File: src/rtl/pwmtf_pkg.sv
// ----------------------------------------------------------------------------
// pwmtf_pkg
// Types and constants shared by the pwm timing calculator and its checker.
// ----------------------------------------------------------------------------
package pwmtf_pkg;

  localparam int unsigned NUM_CHANNELS_DEF = 5;

  localparam int unsigned FREQ_W = 26;
  localparam int unsigned DUTY_W = 7;
  localparam int unsigned CHAN_W = 3;
  localparam int unsigned PRE_W  = 13;
  localparam int unsigned CNT_W  = 12;

  localparam logic [FREQ_W-1:0] FREQ_LIMIT = 26'd41800000;
  localparam logic [FREQ_W-1:0] FAST_ABOVE = 26'd10000;
  localparam int unsigned       STEPS_LOG2 = 12;

  localparam int unsigned CLK_W = 29;
  localparam logic [CLK_W-1:0] CLK_FAST = 29'd418000000;
  localparam logic [CLK_W-1:0] CLK_SLOW = 29'd27000000;

  // source clock over 4096, the prescaler dividend
  localparam int unsigned QN_W = 17;
  localparam logic [QN_W-1:0] QN_FAST = QN_W'(CLK_FAST >> STEPS_LOG2);
  localparam logic [QN_W-1:0] QN_SLOW = QN_W'(CLK_SLOW >> STEPS_LOG2);

  localparam logic [CNT_W-1:0] COUNT_MAX = '1;

  // divide by 100 as a multiply by a scaled reciprocal
  localparam int unsigned RECIP_SH = 27;
  localparam int unsigned RECIP_W  = 21;
  localparam logic [RECIP_W-1:0] RECIP_100 = RECIP_W'(((1 << RECIP_SH) + 99) / 100);

  typedef struct packed {
    logic [CHAN_W-1:0] channel;
    logic              enable;
    logic [FREQ_W-1:0] freq_hz;
    logic [DUTY_W-1:0] duty_percent;
  } req_t;

  typedef struct packed {
    logic              ok;
    logic [CHAN_W-1:0] channel_out;
    logic              enable_out;
    logic              clock_select;
    logic [PRE_W-1:0]  prescale;
    logic [CNT_W-1:0]  period_count;
    logic [CNT_W-1:0]  high_count;
  } rsp_t;

  // fields that ride along the pipeline untouched
  typedef struct packed {
    logic              ok;
    logic [CHAN_W-1:0] channel;
    logic              enable;
    logic              sel;
    logic [DUTY_W-1:0] duty;
  } ctl_t;

endpackage

File: src/rtl/pwm_timing_from_freq_duty.sv
// ----------------------------------------------------------------------------
// pwm_timing_from_freq_duty
// Turns a frequency and duty request into prescaler, period and high counts.
// ----------------------------------------------------------------------------
//   channel | direction | handshake            | beat
//   req     | in        | req_valid, req_stall | req_t: channel, enable, freq, duty
//   rsp     | out       | rsp_valid, rsp_stall | rsp_t: ok, echoes, select, counts
//
// one beat per cycle in, one per cycle out while no result is stalled at the output;
// built around two restoring dividers (13 prescaler stages, 12 period stages, one bit each)
// rst clears every stage valid; payload registers are not reset
// rsp_stall freezes the whole pipeline and is passed back as req_stall while
// a result is waiting at the output
module pwm_timing_from_freq_duty #(
  parameter int unsigned NUM_CHANNELS = pwmtf_pkg::NUM_CHANNELS_DEF
) (
  input  logic            clk,
  input  logic            rst,
  input  logic            req_valid,
  output logic            req_stall,
  input  pwmtf_pkg::req_t req,
  output logic            rsp_valid,
  input  logic            rsp_stall,
  output pwmtf_pkg::rsp_t rsp
);
  import pwmtf_pkg::*;

  localparam int unsigned D_W = FREQ_W + PRE_W;

  logic adv;
  assign adv       = !(rsp_valid && rsp_stall);
  assign req_stall = rsp_valid && rsp_stall;

  // prescaler divider stages
  logic              a_v   [0:PRE_W];
  ctl_t              a_c   [0:PRE_W];
  logic [FREQ_W-1:0] a_f   [0:PRE_W];
  logic [QN_W-1:0]   a_rem [0:PRE_W];
  logic [PRE_W-1:0]  a_q   [0:PRE_W];

  // period divider stages
  logic              b_v   [0:CNT_W];
  ctl_t              b_c   [0:CNT_W];
  logic [D_W-1:0]    b_d   [0:CNT_W];
  logic [CLK_W-1:0]  b_rem [0:CNT_W];
  logic [CNT_W-1:0]  b_q   [0:CNT_W];
  logic [PRE_W-1:0]  b_pre [0:CNT_W];

  // entry stage: range check and source pick
  logic bad;
  logic fast;
  assign bad  = (req.freq_hz == '0) || (req.freq_hz > FREQ_LIMIT) ||
                ({1'b0, req.channel} >= (CHAN_W+1)'(NUM_CHANNELS));
  assign fast = req.freq_hz > FAST_ABOVE;

  always_ff @(posedge clk) begin
    if (rst) begin
      a_v[0] <= 1'b0;
    end else if (adv) begin
      a_v[0] <= req_valid;
    end
    if (adv) begin
      a_c[0].ok      <= !bad;
      a_c[0].channel <= req.channel;
      a_c[0].enable  <= req.enable;
      a_c[0].sel     <= fast;
      a_c[0].duty    <= req.duty_percent;
      // a rejected beat divides by one so the datapath stays tame
      a_f[0]   <= bad ? FREQ_W'(1) : req.freq_hz;
      a_rem[0] <= fast ? QN_FAST : QN_SLOW;
      a_q[0]   <= '0;
    end
  end

  for (genvar k = 0; k < PRE_W; k++) begin : g_pre
    localparam int unsigned BIT = PRE_W - 1 - k;
    logic [D_W-1:0] sub;
    logic           take;
    assign sub  = D_W'(a_f[k]) << BIT;
    assign take = D_W'(a_rem[k]) >= sub;

    always_ff @(posedge clk) begin
      if (rst) begin
        a_v[k+1] <= 1'b0;
      end else if (adv) begin
        a_v[k+1] <= a_v[k];
      end
      if (adv) begin
        a_c[k+1]   <= a_c[k];
        a_f[k+1]   <= a_f[k];
        a_rem[k+1] <= take ? QN_W'(D_W'(a_rem[k]) - sub) : a_rem[k];
        a_q[k+1]   <= a_q[k] | (take ? (PRE_W'(1) << BIT) : '0);
      end
    end
  end

  // divisor for the period: freq * (prescale + 1)
  always_ff @(posedge clk) begin
    if (rst) begin
      b_v[0] <= 1'b0;
    end else if (adv) begin
      b_v[0] <= a_v[PRE_W];
    end
    if (adv) begin
      b_c[0]   <= a_c[PRE_W];
      b_d[0]   <= D_W'(a_f[PRE_W]) * (D_W'(a_q[PRE_W]) + D_W'(1));
      b_rem[0] <= a_c[PRE_W].sel ? CLK_FAST : CLK_SLOW;
      b_q[0]   <= '0;
      b_pre[0] <= a_q[PRE_W];
    end
  end

  for (genvar k = 0; k < CNT_W; k++) begin : g_per
    localparam int unsigned BIT = CNT_W - 1 - k;
    localparam int unsigned SW  = D_W + CNT_W;
    logic [SW-1:0] sub;
    logic          take;
    assign sub  = SW'(b_d[k]) << BIT;
    assign take = SW'(b_rem[k]) >= sub;

    always_ff @(posedge clk) begin
      if (rst) begin
        b_v[k+1] <= 1'b0;
      end else if (adv) begin
        b_v[k+1] <= b_v[k];
      end
      if (adv) begin
        b_c[k+1]   <= b_c[k];
        b_d[k+1]   <= b_d[k];
        b_rem[k+1] <= take ? CLK_W'(SW'(b_rem[k]) - sub) : b_rem[k];
        b_q[k+1]   <= b_q[k] | (take ? (CNT_W'(1) << BIT) : '0);
        b_pre[k+1] <= b_pre[k];
      end
    end
  end

  // period and the duty product
  localparam int unsigned X_W = CNT_W + 1 + DUTY_W;
  localparam int unsigned P_W = X_W + RECIP_W;
  localparam int unsigned H_W = CNT_W + 1;

  logic              p_v;
  ctl_t              p_c;
  logic [PRE_W-1:0]  p_pre;
  logic [CNT_W-1:0]  p_per;
  logic [X_W-1:0]    p_x;
  logic [CNT_W-1:0]  per_next;

  assign per_next = (b_q[CNT_W] == '0) ? '0 : b_q[CNT_W] - CNT_W'(1);

  always_ff @(posedge clk) begin
    if (rst) begin
      p_v <= 1'b0;
    end else if (adv) begin
      p_v <= b_v[CNT_W];
    end
    if (adv) begin
      p_c   <= b_c[CNT_W];
      p_pre <= b_pre[CNT_W];
      p_per <= per_next;
      p_x   <= (X_W'(per_next) + X_W'(1)) * X_W'(b_c[CNT_W].duty);
    end
  end

  // divide by 100
  logic              r_v;
  ctl_t              r_c;
  logic [PRE_W-1:0]  r_pre;
  logic [CNT_W-1:0]  r_per;
  logic [H_W-1:0]    r_hi;
  logic [P_W-1:0]    prod;

  assign prod = P_W'(p_x) * P_W'(RECIP_100);

  always_ff @(posedge clk) begin
    if (rst) begin
      r_v <= 1'b0;
    end else if (adv) begin
      r_v <= p_v;
    end
    if (adv) begin
      r_c   <= p_c;
      r_pre <= p_pre;
      r_per <= p_per;
      r_hi  <= prod[RECIP_SH +: H_W];
    end
  end

  // output register
  logic [H_W-1:0]   hi_dec;
  logic [CNT_W-1:0] hi_sat;
  assign hi_dec = (r_hi == '0) ? '0 : r_hi - H_W'(1);
  assign hi_sat = (hi_dec > H_W'(COUNT_MAX)) ? COUNT_MAX : hi_dec[CNT_W-1:0];

  always_ff @(posedge clk) begin
    if (rst) begin
      rsp_valid <= 1'b0;
    end else if (adv) begin
      rsp_valid <= r_v;
    end
    if (adv) begin
      rsp.ok           <= r_c.ok;
      rsp.channel_out  <= r_c.channel;
      rsp.enable_out   <= r_c.enable;
      rsp.clock_select <= r_c.ok & r_c.sel;
      rsp.prescale     <= r_c.ok ? r_pre : '0;
      rsp.period_count <= r_c.ok ? r_per : '0;
      rsp.high_count   <= r_c.ok ? hi_sat : '0;
    end
  end

endmodule

File: config.mk
export PLATFORM = sky130hd
export DESIGN_NAME = pwm_timing_from_freq_duty
export DESIGN_NICKNAME = d
export VERILOG_FILES = /design/src/rtl/pwmtf_pkg.sv /design/src/rtl/pwm_timing_from_freq_duty.sv
export SDC_FILE = /design/constraint.sdc
export NUM_CORES = 2
export LEC_CHECK = 0
export BUFFER_PORTS_ARGS = -buffer_cell sky130_fd_sc_hd__buf_2
export CAP_MARGIN = 40
export CORE_MARGIN = 2
export CORE_UTILIZATION = 45
export CTS_CLUSTER_DIAMETER = 30
export DETAILED_ROUTE_END_ITERATION = 8
export PLACE_DENSITY_LB_ADDON = 0.12
export SETUP_SLACK_MARGIN = 0.4
export SLEW_MARGIN = 20
export SYNTH_ARGS = -nofsm -noshare
export SYNTH_HDL_FRONTEND = slang
export SYNTH_SLANG_ARGS = --single-unit
File: constraint.sdc
create_clock -name clk -period 63.9 [get_ports clk]
set_clock_uncertainty 0.15 [all_clocks]
set_input_delay 9.585 -clock clk [delete_from_list [all_inputs] [get_ports clk]]
set_output_delay 9.585 -clock clk [all_outputs]
set_load 0.01 [all_outputs]
[Word level (Yosys, flattened, before mapping)]
Memories as Yosys holds them, arrays and structs flattened. A register that Yosys moved wholly into a read port is not among the register bits.
Index checks and enable logic that the tools add are counted.
Word-level totals
  bits in registers: 127
  bits in writable memories: 2371
  bits of input ports: 41
  output and inout port bits: 45
  word-level logic and storage cells: 244
  memories: 11
Memory list
  b_d: depth 13, bits a word 39, rd ports 12, clocked after memory_dff 0, wr ports 13, line pwm_timing_from_freq_duty.sv:44  | logic [D_W-1:0] b_d [0:CNT_W];
  b_rem: depth 13, bits a word 29, rd ports 12, clocked after memory_dff 0, wr ports 13, line pwm_timing_from_freq_duty.sv:45  | logic [CLK_W-1:0] b_rem [0:CNT_W];
  a_f: depth 14, bits a word 26, rd ports 14, clocked after memory_dff 0, wr ports 14, line pwm_timing_from_freq_duty.sv:37  | logic [FREQ_W-1:0] a_f [0:PRE_W];
  a_rem: depth 14, bits a word 17, rd ports 13, clocked after memory_dff 0, wr ports 14, line pwm_timing_from_freq_duty.sv:38  | logic [QN_W-1:0] a_rem [0:PRE_W];
  a_c: depth 14, bits a word 13, rd ports 14, clocked after memory_dff 0, wr ports 14, line pwm_timing_from_freq_duty.sv:36  | ctl_t a_c [0:PRE_W];
  a_q: depth 14, bits a word 13, rd ports 14, clocked after memory_dff 0, wr ports 14, line pwm_timing_from_freq_duty.sv:39  | logic [PRE_W-1:0] a_q [0:PRE_W];
  5 more memories
Operators by class
  add/sub/neg operators: 29
  $mul: 3
  $lt $le $gt $ge: 29
  multiplexer cells: 88
  bitwise operators: 53
  reductions and logical operators: 9
Operators with widths (count)
  29-bit two-way mux: 13
  29-bit subtractor: 12
  17-bit two-way mux: 14
  17-bit subtractor: 13
  29-bit by 50-bit greater-or-equal comparator with 1-bit output: 1
  29-bit by 49-bit greater-or-equal comparator with 1-bit output: 1
  29-bit by 48-bit greater-or-equal comparator with 1-bit output: 1
  12-bit two-way mux: 4
  29-bit by 47-bit greater-or-equal comparator with 1-bit output: 1
  29-bit by 46-bit greater-or-equal comparator with 1-bit output: 1
  29-bit by 45-bit greater-or-equal comparator with 1-bit output: 1
  29-bit by 44-bit greater-or-equal comparator with 1-bit output: 1
  29-bit by 43-bit greater-or-equal comparator with 1-bit output: 1
  29-bit by 42-bit greater-or-equal comparator with 1-bit output: 1
  29-bit by 41-bit greater-or-equal comparator with 1-bit output: 1
  29-bit by 40-bit greater-or-equal comparator with 1-bit output: 1
  29-bit by 39-bit greater-or-equal comparator with 1-bit output: 1
  20-bit by 20-bit multiplier with 39-bit output, second input constant: 1
  26-bit by 14-bit multiplier with 39-bit output: 1
  17-bit by 38-bit greater-or-equal comparator with 1-bit output: 1
  17-bit by 37-bit greater-or-equal comparator with 1-bit output: 1
  17-bit by 36-bit greater-or-equal comparator with 1-bit output: 1
  17-bit by 35-bit greater-or-equal comparator with 1-bit output: 1
  17-bit by 34-bit greater-or-equal comparator with 1-bit output: 1
  63 further kinds: 136

[Logic depth before layout (Yosys ltp)]
  depth after elaboration: 5
  gate-level depth with buffers: 28
  depth with buffers taken out: 28

[Worst setup path after synthesis]
Ideal clock, no wire load.
  path kind: in2out
  start: input rsp_stall
  end: output req_stall
  arrival time: 59.596 ns
  required time: 54.165 ns
  path slack: -5.431 ns
  cell stages on the path: 2
  buffers on the path: 0
  cell sequence: nand2_1 > inv_1
On the way
  longest elaborated chain between the ends: 1
Ends and longest elaborated chain
  start, declared: line pwm_timing_from_freq_duty.sv:23  | input logic rsp_stall,
  1-bit logical AND: line pwm_timing_from_freq_duty.sv:32  | assign req_stall = rsp_valid && rsp_stall;
  end, declared: line pwm_timing_from_freq_duty.sv:20  | output logic req_stall,
Every way passes these cells.

[Worst setup path in the final report]
Ends and elaborated chain as after synthesis.

==> results.cfg <==
[outcome]
outcome = finished, final reports clean

[timing]
drv_slew = 0
max_slew_headroom_pct = 38.66
period_needed_ns = 19.91
hold_viol = 0
timing.final.setup_violations = 0
rsz_0062_raised_after_global_routing = no
final.setup.worst_slack_ns = 43.99
setup_total_negative_slack_ns = 0
max_slew.worst_pin.slew_ns = 0.9201
fmaxAchievable_mhz = 50.24
finalCritPeriodShare_pct = 31.15

[place]
placement.io_buffers = 85
gp_congestion = 0.8774
dp.final_hpwl_um = 157000
dpl-instance-area_um2 = 113700
placed_cells = 11250
dpl_worst_slack_ns = 43.35

[yosys]
cell_with_the_most_instances_after_synthesis = edfxtp_1
synth.cell_area_um2 = 108600
yosysTopAreaCellShare_pct = 57.64
netlist_instances = 8025
synthTopCellsByCount = 2084 x edfxtp_1, 1046 x inv_1, 767 x ha_1
syn-num-nets = 9335
synth_warnings = 0
synth_cell_types = 85
synth-seq-area-share_pct = 57.70
synth_area_leader_cell = edfxtp_1
yosys_register_bits = 2087
ys_top_cells_by_area = edfxtp_1 58%, fa_1 9.3%, ha_1 8.8%
postSynth.asyncResetShare_pct = 0
ys.flop_type = edfxtp_1
mean_area_per_synthesized_cell_um2 = 13.53
synth_edf_count = 2084

[grt]
overflow = 0
grt_antenna_before_repair = 8
grt_max_degree = 145
wire_length_of_the_first_global_routing_pass_um = 346100
track_usage_pct = 17.76
grt_pass1_vias = 64710

[drt]
via_count = 61450
antenna_left = 0
post_drt_wl_per_cell_um = 17.78
detail_route.vias_per_cell = 5.106
count_of_tritonroute_iterations_in_the_first_routing_pass = 5
route.final.wire_length_um = 214000
drc_markers = 0
detail_route.iter0.violations = 3170

[critical_path]
worst_path_max_delay_cell = inv_1
timing.critical_path.buf_inv = 3
cpPeakStageDelay_ns = 0.18
max_fanout_on_critical_path = 10
start_kind = input port
worstSetupPathType = input port to output pin
crit-reg2reg-launch = a_q[1][67]
crit_chain = buf_2, nand2_8, inv_1, buf_2
cp_endpoint_kind = output pin
critical_path_arrival_ns = 10.17
cp.required_ns = 54.16
crit_path_frequent_cell = buf_2
reg2reg_slack_ns = 55.59
ff2ff_path_depth = 26
critPathTopFamily = buffers and inverters
r2r_end = b_d[0][37]

[die]
die-height_um = 495.2
start_util_pct = 45.18
core.rowCount = 180
ioPinCount = 86
floorplan.core_area_um2 = 240300
chipWidth_um = 495.2
die-area_um2 = 245200

[cts]
cts.sinks = 2087
clk_path_buf_depth = 4
cts.repair_timing.setup_buffer_count = 0
cts.htree.levels = 5
cts_clock_pin_slew_for_the_worst_setup_and_hold_paths_ns = 0.06
cts_inserted_buffers = 425
tritoncts = done
cts_resized = 0
clock_latency_at_the_later_pin_of_the_worst_skew_pair_ns = 0.96
cts_root_buffer = clkbuf_16
cts.hold.buffers_added = 0

[finish]
stdcell_count = 12040
drive_gt1_share_pct = 12.60
syn_to_final_growth_pct = 18.14
fin_nets = 9814
post-route-cell-area_um2 = 128300

[hold_path]
hold-path-endpoint = p_c[11]
holdPathStages = 0
hold_path_class = register to register
hold_path.startpoint = b_c[3][11]

[job]
max_cap_violations = 0
-- cell type report --
| cell class | count | area (um^2) |
|---|---|---|
| Tap cell | 3185 | 3985 |
| Multi-Input combinational cell | 4760 | 41620 |
| Fill cell | 19820 | 112000 |
| Clock inverter | 299 | 3452 |
| Antenna cell | 5 | 12.51 |
| Inverter | 1048 | 3934 |
| Clock buffer | 470 | 10870 |
| Sequential cell | 2087 | 62640 |
| Timing Repair Buffer | 182 | 1744 |
-- worst max path at each step --
stage / startpoint / slack, ns / to / cells after the start
after floorplan: rsp_stall / 16.46 / req_stall / 2
after global placement: rsp_stall / 43.41 / req_stall / 4
after detailed placement: rsp_stall / 43.35 / req_stall / 4
after CTS: rsp_stall / 43.35 / req_stall / 4
after global routing: rsp_stall / 43.97 / req_stall / 4
final: rsp_stall / 43.99 / req_stall / 4
-- per-layer routing --
metal | GRT usage (%) | wire length (um) | vias to the layer above
li1 | - | - | 29740
met1 | 23.20 | 94200 | 29980
met2 | 29.46 | 103000 | 1193
met3 | 2.618 | 7736 | 535
met4 | 7.875 | 9074 | 0
met5 | 0 | 0 | -
-- logic make-up after synthesis --
group / share of synthesized area [%]
adder cells (fa/ha/maj): 18.10
buffers and inverters: 4.094
XOR/XNOR: 2.864
AO/OA/AOI/OAI: 6.651
multiplexers: 2.360
flip-flops: 57.70
AND/OR/NAND/NOR: 8.234
-- placed cells by master (no fill, tap or decap), types with 60 or more instances in the layout --
cell / count
xnor2_1: 226
nor2b_1: 103
ha_1: 767
nor3_1: 105
a21oi_1: 297
edfxtp_1: 2084
clkbuf_16: 428
xor2_1: 124
a21o_1: 133
mux2_2: 172
and2_1: 270
buf_2: 87
inv_1: 1046
nand3_1: 89
nor4_1: 104
nand4_1: 60
o21ai_0: 279
nand2_1: 568
fa_1: 502
nand2b_1: 66
nor2_1: 261
-- registers in the layout, summed over array words and instances, names as in the netlist --
register / cells
a_c: 182
p_x: 20
a_v: 14
rsp_valid: 1
a_rem: 139
p_c: 6
b_rem: 259
b_v: 13
a_q: 91
b_q: 78
p_pre: 13
r_per: 12
rsp: 43
r_pre: 13
b_d: 468
a_f: 364
p_v: 1
r_v: 1
b_pre: 169
b_c: 169
p_per: 12
r_c: 6
r_hi: 13
-- metrics by stage --
step | hold WS, ns | utilization, %
finish | 0.2065 | 53.37
CTS | 0.1997 | 53.27
detailed placement | 0.2545 | 47.31
floorplan | 0.2503 | -
global route | 0.2114 | 53.37
global placement | 0.2504 | 47.02
Power is not shown: default switching activity piles up to over one toggle a cycle in this logic, so the estimate is an artifact.
